**src/design/awc_pkg.sv**
```systemverilog
// ----------------------------------------------------------------------------
// Anagram word counter package
// Shared constants, codes and types of the anagram word counter.
// ----------------------------------------------------------------------------
package awc_pkg;

	localparam int unsigned MaxWordLenDflt = 16;
	localparam int unsigned CountWidthDflt = 16;
	localparam int unsigned TargetBytes    = 16;
	localparam int unsigned CfgDataWidth   = 64;
	localparam int unsigned CfgIndexWidth  = 2;
	localparam int unsigned LenWidth       = 5;
	localparam int unsigned CountOutWidth  = 16;
	localparam int unsigned CountWideWidth = 32;

	typedef logic [1:0]               func_t;
	typedef logic [7:0]               char_t;
	typedef logic [CountOutWidth-1:0] count_t;
	typedef logic [LenWidth-1:0]      len_t;

	// Item function codes.
	localparam func_t FUNC_CHAR    = 2'd0;
	localparam func_t FUNC_END     = 2'd1;
	localparam func_t FUNC_RESTART = 2'd2;

	// Configuration register indexes.
	localparam logic [CfgIndexWidth-1:0] REG_TARGET_LOW  = 2'd0;
	localparam logic [CfgIndexWidth-1:0] REG_TARGET_HIGH = 2'd1;
	localparam logic [CfgIndexWidth-1:0] REG_TARGET_LEN  = 2'd2;

	// Target word as seen by the datapath; len is already clamped.
	typedef struct packed {
		logic [TargetBytes-1:0][7:0] target;
		len_t                        len;
	} awc_cfg_t;

endpackage

```
**src/design/awc_in_if.sv**
```systemverilog
// ----------------------------------------------------------------------------
// Anagram word counter input channel
// Valid/ready channel carrying one character or control item per transfer.
// ----------------------------------------------------------------------------
interface awc_in_if;
	logic           valid;
	logic           ready;
	awc_pkg::func_t func;
	awc_pkg::char_t ch;

	modport source (output valid, output func, output ch, input ready);
	modport sink (input valid, input func, input ch, output ready);
endinterface

```
**src/design/awc_out_if.sv**
```systemverilog
// ----------------------------------------------------------------------------
// Anagram word counter result channel
// Valid/ready channel carrying one result per transfer.
// ----------------------------------------------------------------------------
interface awc_out_if;
	logic            valid;
	logic            ready;
	logic            word_done;
	logic            is_anagram;
	awc_pkg::count_t anagram_count;

	modport source (output valid, output word_done, output is_anagram,
		output anagram_count, input ready);
	modport sink (input valid, input word_done, input is_anagram,
		input anagram_count, output ready);
endinterface

```
**src/design/awc_cfg_regs.sv**
```systemverilog
// ----------------------------------------------------------------------------
// Anagram word counter configuration registers
// Holds the target word and its length, clamped to the supported maximum.
// ----------------------------------------------------------------------------
module awc_cfg_regs #(
	parameter int unsigned MAX_WORD_LEN = awc_pkg::MaxWordLenDflt
) (
	input  logic                                  clk,
	input  logic                                  arst_n,
	input  logic                                  wr_en,
	input  logic [awc_pkg::CfgIndexWidth-1:0]     wr_index,
	input  logic [awc_pkg::CfgDataWidth-1:0]      wr_data,
	output awc_pkg::awc_cfg_t                     cfg
);
	import awc_pkg::*;

	logic [CfgDataWidth-1:0] low_q;
	logic [CfgDataWidth-1:0] high_q;
	len_t                    len_q;

	always_ff @(posedge clk or negedge arst_n) begin
		if (!arst_n) begin
			low_q  <= '0;
			high_q <= '0;
			len_q  <= '0;
		end else if (wr_en) begin
			case (wr_index)
				REG_TARGET_LOW:  low_q  <= wr_data;
				REG_TARGET_HIGH: high_q <= wr_data;
				REG_TARGET_LEN:  len_q  <= wr_data[LenWidth-1:0];
				default: ;
			endcase
		end
	end

	always_comb begin
		cfg.target = {high_q, low_q};
		cfg.len    = (len_q > LenWidth'(MAX_WORD_LEN)) ? LenWidth'(MAX_WORD_LEN) : len_q;
	end

endmodule

```
**src/design/awc_claim.sv**
```systemverilog
// ----------------------------------------------------------------------------
// Anagram word counter position claim
// Finds the lowest unclaimed position within the target length that holds the incoming byte.
// ----------------------------------------------------------------------------
module awc_claim #(
	parameter int unsigned MAX_WORD_LEN = awc_pkg::MaxWordLenDflt
) (
	input  awc_pkg::awc_cfg_t        cfg,
	input  logic [MAX_WORD_LEN-1:0]  claimed,
	input  awc_pkg::char_t           ch,
	output logic [MAX_WORD_LEN-1:0]  pick,
	output logic                     hit
);
	import awc_pkg::*;

	logic [MAX_WORD_LEN-1:0] cand;

	always_comb begin
		for (int p = 0; p < MAX_WORD_LEN; p++) begin
			cand[p] = !claimed[p] && (LenWidth'(p) < cfg.len) && (cfg.target[p] == ch);
		end
	end

	// Isolate the lowest set candidate bit.
	assign pick = cand & (~cand + MAX_WORD_LEN'(1));
	assign hit  = |cand;

endmodule

```
**src/design/anagram_word_counter_top.sv**
```systemverilog
// ----------------------------------------------------------------------------
// Anagram word counter
// Counts the words of a character stream that are anagrams of a target word.
// ----------------------------------------------------------------------------
// The block takes one item per clock cycle while the result side is not stalled
// and returns one result for every item. An item is held in an input register,
// then the position claim, the word bookkeeping and the counter update are done
// into the result register, so a new item may follow in every cycle unless the
// result side stalls. The user must write the target word and its length
// through the configuration port while no item is in flight; the block does not enforce it.
module anagram_word_counter_top #(
	parameter int unsigned MAX_WORD_LEN = awc_pkg::MaxWordLenDflt,
	parameter int unsigned COUNT_WIDTH  = awc_pkg::CountWidthDflt
) (
	input  logic                               clk,
	input  logic                               arst_n,
	awc_in_if.sink                             chars,
	awc_out_if.source                          results,
	input  logic                               wr_en,
	input  logic [awc_pkg::CfgIndexWidth-1:0]  wr_index,
	input  logic [awc_pkg::CfgDataWidth-1:0]   wr_data
);
	import awc_pkg::*;

	awc_cfg_t cfg;

	logic  s1_valid;
	func_t func_s1;
	char_t ch_s1;
	logic  adv;

	logic [MAX_WORD_LEN-1:0] claimed_q, claimed_d;
	len_t                    seen_q, seen_d;
	logic                    failed_q, failed_d;
	logic [COUNT_WIDTH-1:0]  found_q, found_d;

	logic [MAX_WORD_LEN-1:0]   pick;
	logic                      hit;
	logic                      done_d, ana_d;
	logic [CountWideWidth-1:0] count_wide;

	logic   out_valid_q;
	logic   done_q, ana_q;
	count_t count_q;

	awc_cfg_regs #(.MAX_WORD_LEN(MAX_WORD_LEN)) u_cfg_regs (
		.clk      (clk),
		.arst_n   (arst_n),
		.wr_en    (wr_en),
		.wr_index (wr_index),
		.wr_data  (wr_data),
		.cfg      (cfg)
	);

	awc_claim #(.MAX_WORD_LEN(MAX_WORD_LEN)) u_claim (
		.cfg     (cfg),
		.claimed (claimed_q),
		.ch      (ch_s1),
		.pick    (pick),
		.hit     (hit)
	);

	// The held item moves on whenever the result register is free or emptying.
	assign adv         = s1_valid && (!out_valid_q || results.ready);
	assign chars.ready = !s1_valid || adv;

	always_ff @(posedge clk or negedge arst_n) begin
		if (!arst_n) begin
			s1_valid <= 1'b0;
		end else if (chars.valid && chars.ready) begin
			s1_valid <= 1'b1;
		end else if (adv) begin
			s1_valid <= 1'b0;
		end
	end

	always_ff @(posedge clk) begin
		if (chars.valid && chars.ready) begin
			func_s1 <= chars.func;
			ch_s1   <= chars.ch;
		end
	end

	always_comb begin
		claimed_d = claimed_q;
		seen_d    = seen_q;
		failed_d  = failed_q;
		found_d   = found_q;
		done_d    = 1'b0;
		ana_d     = 1'b0;
		case (func_s1)
			FUNC_CHAR: begin
				// A character beyond the target length or without a free match fails the word.
				if (seen_q >= cfg.len || !hit) begin
					failed_d = 1'b1;
				end else begin
					claimed_d = claimed_q | pick;
				end
				if (seen_q != '1) begin
					seen_d = seen_q + LenWidth'(1);
				end
			end
			FUNC_END: begin
				done_d = 1'b1;
				if (!failed_q && seen_q != '0 && seen_q == cfg.len) begin
					ana_d = 1'b1;
					if (found_q != '1) begin
						found_d = found_q + COUNT_WIDTH'(1);
					end
				end
				claimed_d = '0;
				seen_d    = '0;
				failed_d  = 1'b0;
			end
			FUNC_RESTART: begin
				claimed_d = '0;
				seen_d    = '0;
				failed_d  = 1'b0;
				found_d   = '0;
			end
			default: ;
		endcase
	end

	assign count_wide = CountWideWidth'(found_d);

	always_ff @(posedge clk or negedge arst_n) begin
		if (!arst_n) begin
			claimed_q <= '0;
			seen_q    <= '0;
			failed_q  <= 1'b0;
			found_q   <= '0;
		end else if (adv) begin
			claimed_q <= claimed_d;
			seen_q    <= seen_d;
			failed_q  <= failed_d;
			found_q   <= found_d;
		end
	end

	always_ff @(posedge clk or negedge arst_n) begin
		if (!arst_n) begin
			out_valid_q <= 1'b0;
		end else if (adv) begin
			out_valid_q <= 1'b1;
		end else if (results.ready) begin
			out_valid_q <= 1'b0;
		end
	end

	always_ff @(posedge clk) begin
		if (adv) begin
			done_q  <= done_d;
			ana_q   <= ana_d;
			count_q <= count_wide[CountOutWidth-1:0];
		end
	end

	assign results.valid         = out_valid_q;
	assign results.word_done     = done_q;
	assign results.is_anagram    = ana_q;
	assign results.anagram_count = count_q;

endmodule

```
**src/flat_wrapper.sv**
```systemverilog
// flat-port wrapper written by rule: the top's interface ports become plain ports
module anagram_word_counter_top_flat import awc_pkg::*;
#(
	parameter int unsigned MAX_WORD_LEN = awc_pkg::MaxWordLenDflt,
	parameter int unsigned COUNT_WIDTH  = awc_pkg::CountWidthDflt
)
  (clk, arst_n, wr_en, wr_index, wr_data, chars_valid, chars_func, chars_ch, chars_ready, results_valid, results_word_done, results_is_anagram, results_anagram_count, results_ready);
  awc_in_if chars_i ();
  awc_out_if results_i ();
  input  logic clk;
  input  logic arst_n;
  input  logic wr_en;
  input  logic [awc_pkg::CfgIndexWidth-1:0] wr_index;
  input  logic [awc_pkg::CfgDataWidth-1:0] wr_data;
  input wire logic [$bits(chars_i.valid)-1:0] chars_valid;
  input wire logic [$bits(chars_i.func)-1:0] chars_func;
  input wire logic [$bits(chars_i.ch)-1:0] chars_ch;
  output wire logic [$bits(chars_i.ready)-1:0] chars_ready;
  output wire logic [$bits(results_i.valid)-1:0] results_valid;
  output wire logic [$bits(results_i.word_done)-1:0] results_word_done;
  output wire logic [$bits(results_i.is_anagram)-1:0] results_is_anagram;
  output wire logic [$bits(results_i.anagram_count)-1:0] results_anagram_count;
  input wire logic [$bits(results_i.ready)-1:0] results_ready;
  assign chars_i.valid = chars_valid;
  assign chars_i.func = chars_func;
  assign chars_i.ch = chars_ch;
  assign chars_ready = chars_i.ready;
  assign results_valid = results_i.valid;
  assign results_word_done = results_i.word_done;
  assign results_is_anagram = results_i.is_anagram;
  assign results_anagram_count = results_i.anagram_count;
  assign results_i.ready = results_ready;
  anagram_word_counter_top #(.MAX_WORD_LEN(MAX_WORD_LEN), .COUNT_WIDTH(COUNT_WIDTH)) u_core (.clk(clk), .arst_n(arst_n), .chars(chars_i), .results(results_i), .wr_en(wr_en), .wr_index(wr_index), .wr_data(wr_data));
endmodule
```
**config.mk**
```make
export PLATFORM = sky130hd
export DESIGN_NAME = anagram_word_counter_top_flat
export DESIGN_NICKNAME = d
export VERILOG_FILES = /design/src/design/awc_pkg.sv /design/src/design/awc_in_if.sv /design/src/design/awc_out_if.sv /design/src/design/awc_cfg_regs.sv /design/src/design/awc_claim.sv /design/src/design/anagram_word_counter_top.sv /design/src/flat_wrapper.sv
export SDC_FILE = /design/constraint.sdc
export NUM_CORES = 1
export LEC_CHECK = 0
export BUFFER_PORTS_ARGS = -buffer_cell sky130_fd_sc_hd__buf_2
export CAP_MARGIN = 20
export CORE_MARGIN = 4
export CORE_UTILIZATION = 35
export CTS_CLUSTER_DIAMETER = 40
export DETAILED_ROUTE_END_ITERATION = 16
export GPL_TIMING_DRIVEN = 0
export MAX_ROUTING_LAYER = met4
export PLACE_DENSITY = 0.6
export SYNTH_ARGS = -nofsm -noshare
export SYNTH_HDL_FRONTEND = slang
export SYNTH_SLANG_ARGS = --single-unit
```
**constraint.sdc**
```tcl
create_clock -name clk -period 3.3 [get_ports clk]
set_clock_uncertainty 0.15 [all_clocks]
set_input_delay 0.495 -clock clk [delete_from_list [all_inputs] [get_ports clk]]
set_output_delay 0.495 -clock clk [all_outputs]
set_load 0.02 [all_outputs]
```
### Word level (Yosys, flattened, before mapping)

Cells that the tools add are included.
Widths: inputs -> output; s select.

| operators by class | value |
|---|---|
| muxes and demuxes | 16 |
| magnitude comparators | 18 |
| bitwise operators | 3 |
| reduce and logical (&&, ||, !) cells | 73 |
| $add $sub $neg | 3 |
| eq/ne operators | 26 |

Operators by type and width:

| cell | number |
|---|---|
| $eq 8x8->1 | 16 |
| $pmux 16 s2 | 2 |
| $mux 16 | 3 |
| $lt 4x5->1 const A | 8 |
| $logic_and 1x1->1 | 36 |
| $add 16x1->16 const B | 2 |
| $logic_not 1->1 | 20 |
| $lt 3x5->1 const A | 4 |
| $and 16x16->16 | 1 |
| $ne 16x16->1 const B | 1 |
| $not 16->16 | 1 |
| $or 16x16->16 | 1 |
| $reduce_or 16->1 | 1 |
| $lt 1x5->1 const A | 2 |
| $lt 2x5->1 const A | 2 |
| $mux 5 | 2 |
| $pmux 5 s2 | 1 |
| $reduce_and 3->1 | 3 |
| $mux 1 | 7 |
| $reduce_and 2->1 | 3 |
| $reduce_bool 2->1 | 3 |
| $add 5x1->5 const B | 1 |
| $eq 5x5->1 | 1 |
| $ge 5x5->1 | 1 |
| 11 further kinds | 17 |

| storage, ports and cells | value |
|---|---|
| register bits | 201 |
| output and inout bits | 20 |
| word-level logic and storage cells | 153 |

### Depth between registers and ports, before layout

| logic depth | value |
|---|---|
| depth in word-level cells | 11 |
| depth in mapped cells | 12 |
| depth with buffers taken out | 11 |

### Cells and area by module

Synthesis repeated with hierarchy kept, for this count alone.

| unflattened totals | value |
|---|---|
| cells, all modules | 847 |
| area total of the unflattened synthesis | 10734.0 um2 |

Modules (own cells, without submodules):

| module | seq. area each (um2) | instances | cells each | area each (um2) |
|---|---|---|---|---|
| awc_cfg_regs | 3328.2 | 1 | 288 | 5388.9 |
| anagram_word_counter_top | 1841.8 | 1 | 306 | 3378.2 |
| awc_claim | 0.0 | 1 | 253 | 1966.9 |

### Worst setup path after synthesis

No wires, ideal clock.

| timing | value |
|---|---|
| path kind | flip-flop to flip-flop |
| start | register u_core.u_cfg_regs.len_q[4] |
| end | register u_core.count_q[8] (netlist: u_core.results.anagram_count[8]) (data pin) |
| path buffers | 1 |
| arrival | 2.543 ns |
| setup time | 0.266 ns |
| period minus slack after synthesis | 2.959 ns |
| data required time | 2.884 ns |
| setup slack | 0.341 ns |
| cell stages (with the launch flop) | 13 |
| cell sequence | dfrtp_1 > inv_2 > nand2_1 > ha_1 > nand4_1 > nor4_1 > and2_1 > o21a_1 > and2_0 > buf_2 > nand3_1 > xor2_1 > nor2_1 |

| on the way | value |
|---|---|
| word-level cells in the longest chain between the ends | 6 |

Ends and longest elaborated chain:

| what | RTL line | RTL |
|---|---|---|
| start: declaration | awc_cfg_regs.sv:19 | `len_t len_q;` |
| start signal: assignment | awc_cfg_regs.sv:30 | `REG_TARGET_LEN: len_q <= wr_data[LenWidth-1:0];` |
| $gt 5x5->1 | awc_cfg_regs.sv:38 | `cfg.len = (len_q > LenWidth'(MAX_WORD_LEN)) ? LenWidth'(MAX_WORD_LEN) : len_q;` |
| $mux 5 (*) | awc_cfg_regs.sv:38 |  |
| $eq 5x5->1 (*) | anagram_word_counter_top.sv:105 | `if (!failed_q && seen_q != '0 && seen_q == cfg.len) begin` |
| $logic_and 1x1->1 (*) | anagram_word_counter_top.sv:105 |  |
| $mux 16 (*) | anagram_word_counter_top.sv:105 |  |
| $pmux 16 s2 (*) | anagram_word_counter_top.sv:91 | `case (func_s1)` |
| via u_core.found_d[8] | anagram_word_counter_top.sv:35 | `logic [COUNT_WIDTH-1:0] found_q, found_d;` |
| end signal: assignment | anagram_word_counter_top.sv:155 | `count_q <= count_wide[CountOutWidth-1:0];` |
| end: declaration | anagram_word_counter_top.sv:44 | `count_t count_q;` |

The timed path passes the listed nets; every way through them passes the cells marked *.
A chain may end at the register's enable or synchronous reset.

### Final worst setup path

| timing | value |
|---|---|
| start | register u_core.ch_s1[2] |
| end | register u_core.claimed_q[10] |

| on the way | value |
|---|---|
| word-level cells in the longest chain between the ends | 8 |
| elaborated cells on any way between the ends | 43 |
| classes of those cells | add/sub: 1; eq/ne: 17; mux: 2; bitwise: 3; reduce/logical: 20 |

Ends and longest elaborated chain:

| what | RTL line | RTL |
|---|---|---|
| start: declaration | anagram_word_counter_top.sv:29 | `char_t ch_s1;` |
| start signal: assignment | anagram_word_counter_top.sv:80 | `ch_s1 <= chars.ch;` |
| $eq 8x8->1 | awc_claim.sv:20 | `cand[p] = !claimed[p] && (LenWidth'(p) < cfg.len) && (cfg.target[p] == ch);` |
| $logic_and 1x1->1 | awc_claim.sv:20 |  |
| $not 16->16 | awc_claim.sv:25 | `assign pick = cand & (~cand + MAX_WORD_LEN'(1));` |
| $add 16x1->16 | awc_claim.sv:25 |  |
| $and 16x16->16 | awc_claim.sv:25 |  |
| $or 16x16->16 | anagram_word_counter_top.sv:97 | `claimed_d = claimed_q \| pick;` |
| $mux 16 | anagram_word_counter_top.sv:94 | `if (seen_q >= cfg.len \|\| !hit) begin` |
| $pmux 16 s2 | anagram_word_counter_top.sv:91 |  |
| end signal: assignment | anagram_word_counter_top.sv:134 | `claimed_q <= claimed_d;` |
| end: declaration | anagram_word_counter_top.sv:32 | `logic [MAX_WORD_LEN-1:0] claimed_q, claimed_d;` |

Several ways; a longest one is shown, not always the timed one. The select of a mux whose other input is x is not followed.

==> out/summary.json <==
{
  "run_status": {
    "status": "finished, final reports clean"
  },
  "global_route": {
    "first_global_vias": 7026,
    "grt_use_met3": 0.0241,
    "grt_pass1_wl_mm": 39.8,
    "global_route.usage.met2": 0.273,
    "antenna_violations_before_repair": 0,
    "groute.layer.met1.usage": 0.215,
    "grt_start_max_net_pins": 114,
    "grt_overflow_total": 0,
    "global_route.peak_usage_layer": "met2",
    "grt.total_usage": 0.167
  },
  "hold_path": {
    "timing.hold.worst.start": "chars_ch[2]",
    "whs_endpoint": "u_core.ch_s1[2]$_DFFE_PP_",
    "hold-path-cell-count": 1,
    "min_path_type": "in2reg"
  },
  "placement": {
    "placed_cell_area_sq_um": 11100,
    "port_buffers": 100,
    "post_place_worst_slack_ns": -0.363,
    "globalplace.congestion": 0.839,
    "detailed_place_hpwl_mm": 17.6
  },
  "power_and_ir_drop": {
    "leakage_nw": 5.31,
    "pwr_density_cell_nw_per_um2": 665,
    "total_power_mw": 8.23,
    "max-vdd-ir-drop_mv": 0.402
  },
  "detailed_routing": {
    "drt_iter0_drc": 390,
    "vias_per_cell": 4.97,
    "drt.antenna.violating_nets": 0,
    "first_pass_iters": 4,
    "avg_wl_per_cell_um": 18.2,
    "finalWirelength_mm": 25.2,
    "num_vias": 6864,
    "drcViolationCount": 0
  },
  "synthesis": {
    "synth.distinct_cells": 57,
    "ys_seq_elements": 201,
    "syn_area_sq_um": 10000,
    "synth-warning-count": 0,
    "syn_nets": 923,
    "avgSynthCellArea_sq_um": 12.1,
    "postSynth.topFlopCell": "sky130_fd_sc_hd__dfrtp_1",
    "post_synth_inst_count": 831,
    "synth_seq_area_share": 0.515,
    "count_of_flip_flops_with_a_built_in_enable_after_synthesis": 28,
    "synth-async-reset-ratio": 0.861
  },
  "setup_path": {
    "cp_max_fo": 10,
    "reg2reg_depth": 11,
    "worst_ep_arrival_time_ns": 3.40,
    "critPathMostFrequentCell": "sky130_fd_sc_hd__buf_6",
    "cp_slowest_stage_delay_ns": 0.59,
    "reg2reg_setup_slack_ns": 0.14,
    "slowest_stage": "sky130_fd_sc_hd__nor4_1",
    "r2r-end": "u_core.claimed_q[10]$_DFFE_PN0P_",
    "worst-endpoint-required_ns": 3.54,
    "timing.critical_path.cells": "buf_4, buf_6, xor2_1, nor4_1, nand4_1, nand3_1, nor3_4, a21bo_4, a21oi_4, buf_6, nor2_2",
    "path_class": "reg2reg",
    "start_kind": "flop",
    "regToRegStartpoint": "u_core.ch_s1[2]$_DFFE_PP_",
    "endpoint_kind": "flop"
  },
  "layout": {
    "antenna_cells_inserted": 0,
    "regArea_sq_um": 5170,
    "layout_common_cells": "sky130_fd_sc_hd__dfrtp_1 (172), sky130_fd_sc_hd__mux2_2 (134), sky130_fd_sc_hd__buf_2 (101), sky130_fd_sc_hd__xor2_1 (91), sky130_fd_sc_hd__xnor2_1 (48)",
    "post-route-util": 0.442,
    "area_growth_syn_to_layout_pct": 23.3,
    "drive_above_1_share": 0.340,
    "multiInputGateArea_sq_um": 4580,
    "final_area_sq_um": 12400,
    "nNetsFinal": 1069,
    "n_fill_cell": 2645,
    "final_common_cell": "sky130_fd_sc_hd__dfrtp_1"
  },
  "timing": {
    "hold_violations": 0,
    "final.setup.worst_slack_ns": 0.141,
    "setup-violations-final": 0,
    "hold-worst-slack_ns": 0.0202,
    "fmax_mhz": 317,
    "final_worst_path_period_need_ns": 3.16,
    "slew_headroom": 0.486,
    "fin_crit_sh": 0.957,
    "slew_viol_final": 0,
    "worst_pin_slew_ns": 0.771,
    "unrepaired_setup_endpoints_after_global_routing": "false"
  },
  "flow_run": {
    "drv_cap": 0
  },
  "floorplan": {
    "die_y_um": 177,
    "core_area_sq_um": 28000,
    "row_count": 61,
    "start_util": 0.358,
    "dieArea_sq_um": 31500,
    "top_level_ports": 101,
    "fp.dieW_um": 177
  },
  "cts": {
    "cts_root_buffer": "sky130_fd_sc_hd__clkbuf_16",
    "cts.path.max_buffers": 3,
    "htreeDepth": 2,
    "clk_transition_reported_paths_ns": 0.05,
    "numCtsBuffers": 34,
    "cts_num_sinks": 201,
    "worst_skew_pair.late_latency_ns": 0.52,
    "clock_tree_from_tritoncts": "done"
  }
}
layout make-up:
class | instances | share of cell area
Inverter | 12 | 0.00384
Multi-Input combinational cell | 576 | 0.370
Buffer | 42 | 0.0211
Clock inverter | 18 | 0.0214
Sequential cell | 201 | 0.418
Tap cell | 378 | 0.0382
Clock buffer | 44 | 0.0767
Timing Repair Buffer | 110 | 0.0509
synthesized netlist by cell type (4+ instances only):
cell | number | area [sq um]
sky130_fd_sc_hd__dfrtp_1 | 173 | 4330
sky130_fd_sc_hd__nand2b_1 | 4 | 25.0
sky130_fd_sc_hd__xor2_1 | 91 | 797
sky130_fd_sc_hd__nand3_1 | 19 | 95.1
sky130_fd_sc_hd__ha_1 | 11 | 138
sky130_fd_sc_hd__nand2_1 | 37 | 139
sky130_fd_sc_hd__nor2_1 | 35 | 131
sky130_fd_sc_hd__buf_6 | 8 | 90.1
sky130_fd_sc_hd__a21o_1 | 4 | 30.0
sky130_fd_sc_hd__nor2_2 | 11 | 68.8
sky130_fd_sc_hd__nor4_1 | 13 | 81.3
sky130_fd_sc_hd__a211oi_1 | 6 | 45.0
sky130_fd_sc_hd__inv_1 | 11 | 41.3
sky130_fd_sc_hd__clkbuf_1 | 21 | 78.8
sky130_fd_sc_hd__or3_1 | 5 | 31.3
sky130_fd_sc_hd__o21ai_0 | 24 | 120
sky130_fd_sc_hd__a22o_1 | 4 | 35.0
sky130_fd_sc_hd__nand4_1 | 14 | 87.6
sky130_fd_sc_hd__buf_4 | 11 | 82.6
sky130_fd_sc_hd__and3_1 | 6 | 37.5
sky130_fd_sc_hd__xnor2_1 | 48 | 420
sky130_fd_sc_hd__a31oi_1 | 11 | 68.8
sky130_fd_sc_hd__o31ai_1 | 8 | 60.1
sky130_fd_sc_hd__edfxtp_1 | 28 | 841
sky130_fd_sc_hd__mux2_2 | 134 | 1510
sky130_fd_sc_hd__nor2b_1 | 7 | 43.8
sky130_fd_sc_hd__nor3_1 | 17 | 85.1
sky130_fd_sc_hd__a21oi_1 | 23 | 115
metal layers:
| layer | wire length [um] | share of wire |
|---|---|---|
| met1 | 11200 | 0.44 |
| met2 | 12300 | 0.49 |
| met3 | 931 | 0.037 |
| met4 | 737 | 0.029 |
| met5 | 0 | 0 |
where the power goes:
part           leakage [nW]  internal (mW)  switching (mW)
Clock                 0.589           2.45            1.28
Sequential             2.40           2.89           0.272
Combinational          2.32          0.669           0.663
Total                  5.31           6.01            2.22
flip-flops by register name, summed over array words and instances, names as in the netlist:
| signal | cells |
|---|---|
| u_core.u_cfg_regs.high_q | 64 |
| u_core.u_cfg_regs.low_q | 64 |
| u_core.claimed_q | 16 |
| u_core.found_q | 16 |
| u_core.results.anagram_count | 16 |
| u_core.ch_s1 | 8 |
| u_core.seen_q | 5 |
| u_core.u_cfg_regs.len_q | 5 |
| u_core.func_s1 | 2 |
| u_core.failed_q | 1 |
| u_core.results.is_anagram | 1 |
| u_core.results.valid | 1 |
| u_core.results.word_done | 1 |
| u_core.s1_valid | 1 |
what timing repair did:
action,4_1_cts,5_1_grt
buffers inserted,1,0
pin swaps,1,0
endpoints found under the hold margin,66,0
setup endpoints to repair,19,14
gates resized for setup,2,4
hold buffers,7,0
critical path, delay by kind of cell (launching register included):
kind	cells	cell delay (ns)
AND/OR/NAND/NOR	5	1.21
buffers and inverters	3	0.64
AO/OA/AOI/OAI	2	0.49
flip-flops	1	0.35
XOR/XNOR	1	0.17
worst max path at each step:
stage / startpoint / endpoint / slack [ns] / cells after the start
after detailed placement: u_core.u_cfg_regs.len_q[4]$_DFFE_PN0P_ / u_core.results.anagram_count[8]$_DFFE_PP_ / -0.36 / 12
after global placement: arst_n / u_core.found_q[6]$_DFFE_PN0P_ / -1.40 / 1
final: u_core.ch_s1[2]$_DFFE_PP_ / u_core.claimed_q[10]$_DFFE_PN0P_ / 0.14 / 11
after floorplan: u_core.u_cfg_regs.len_q[4]$_DFFE_PN0P_ / u_core.results.anagram_count[8]$_DFFE_PP_ / 0.34 / 12
after global routing: u_core.ch_s1[6]$_DFFE_PP_ / u_core.claimed_q[10]$_DFFE_PN0P_ / 0.01 / 11
after CTS: u_core.u_cfg_regs.len_q[4]$_DFFE_PN0P_ / u_core.results.anagram_count[8]$_DFFE_PP_ / 0.06 / 12
logic make-up (layout without fill, tap and decap cells):
family,after synthesis,count (layout),synth area share
AOI/OAI and AO/OA,104,104,0.0686
and+or+nand+nor,188,188,0.101
muxes,134,134,0.150
xor gates and xnor gates,139,139,0.121
DFF,201,201,0.515
buffers and inverters,54,226,0.0305
adders and majority gates,11,11,0.0137
stage by stage:
step / setup TNS (ns) / cells
after floorplan: 0 / 831
after global placement: -243.12 / 1309
after detailed placement: -3.19 / 1311
after CTS: 0 / 1381
after global routing: 0 / 1381
final: 0 / 1381
No activity file was read; power rests on OpenSTA's default activity.
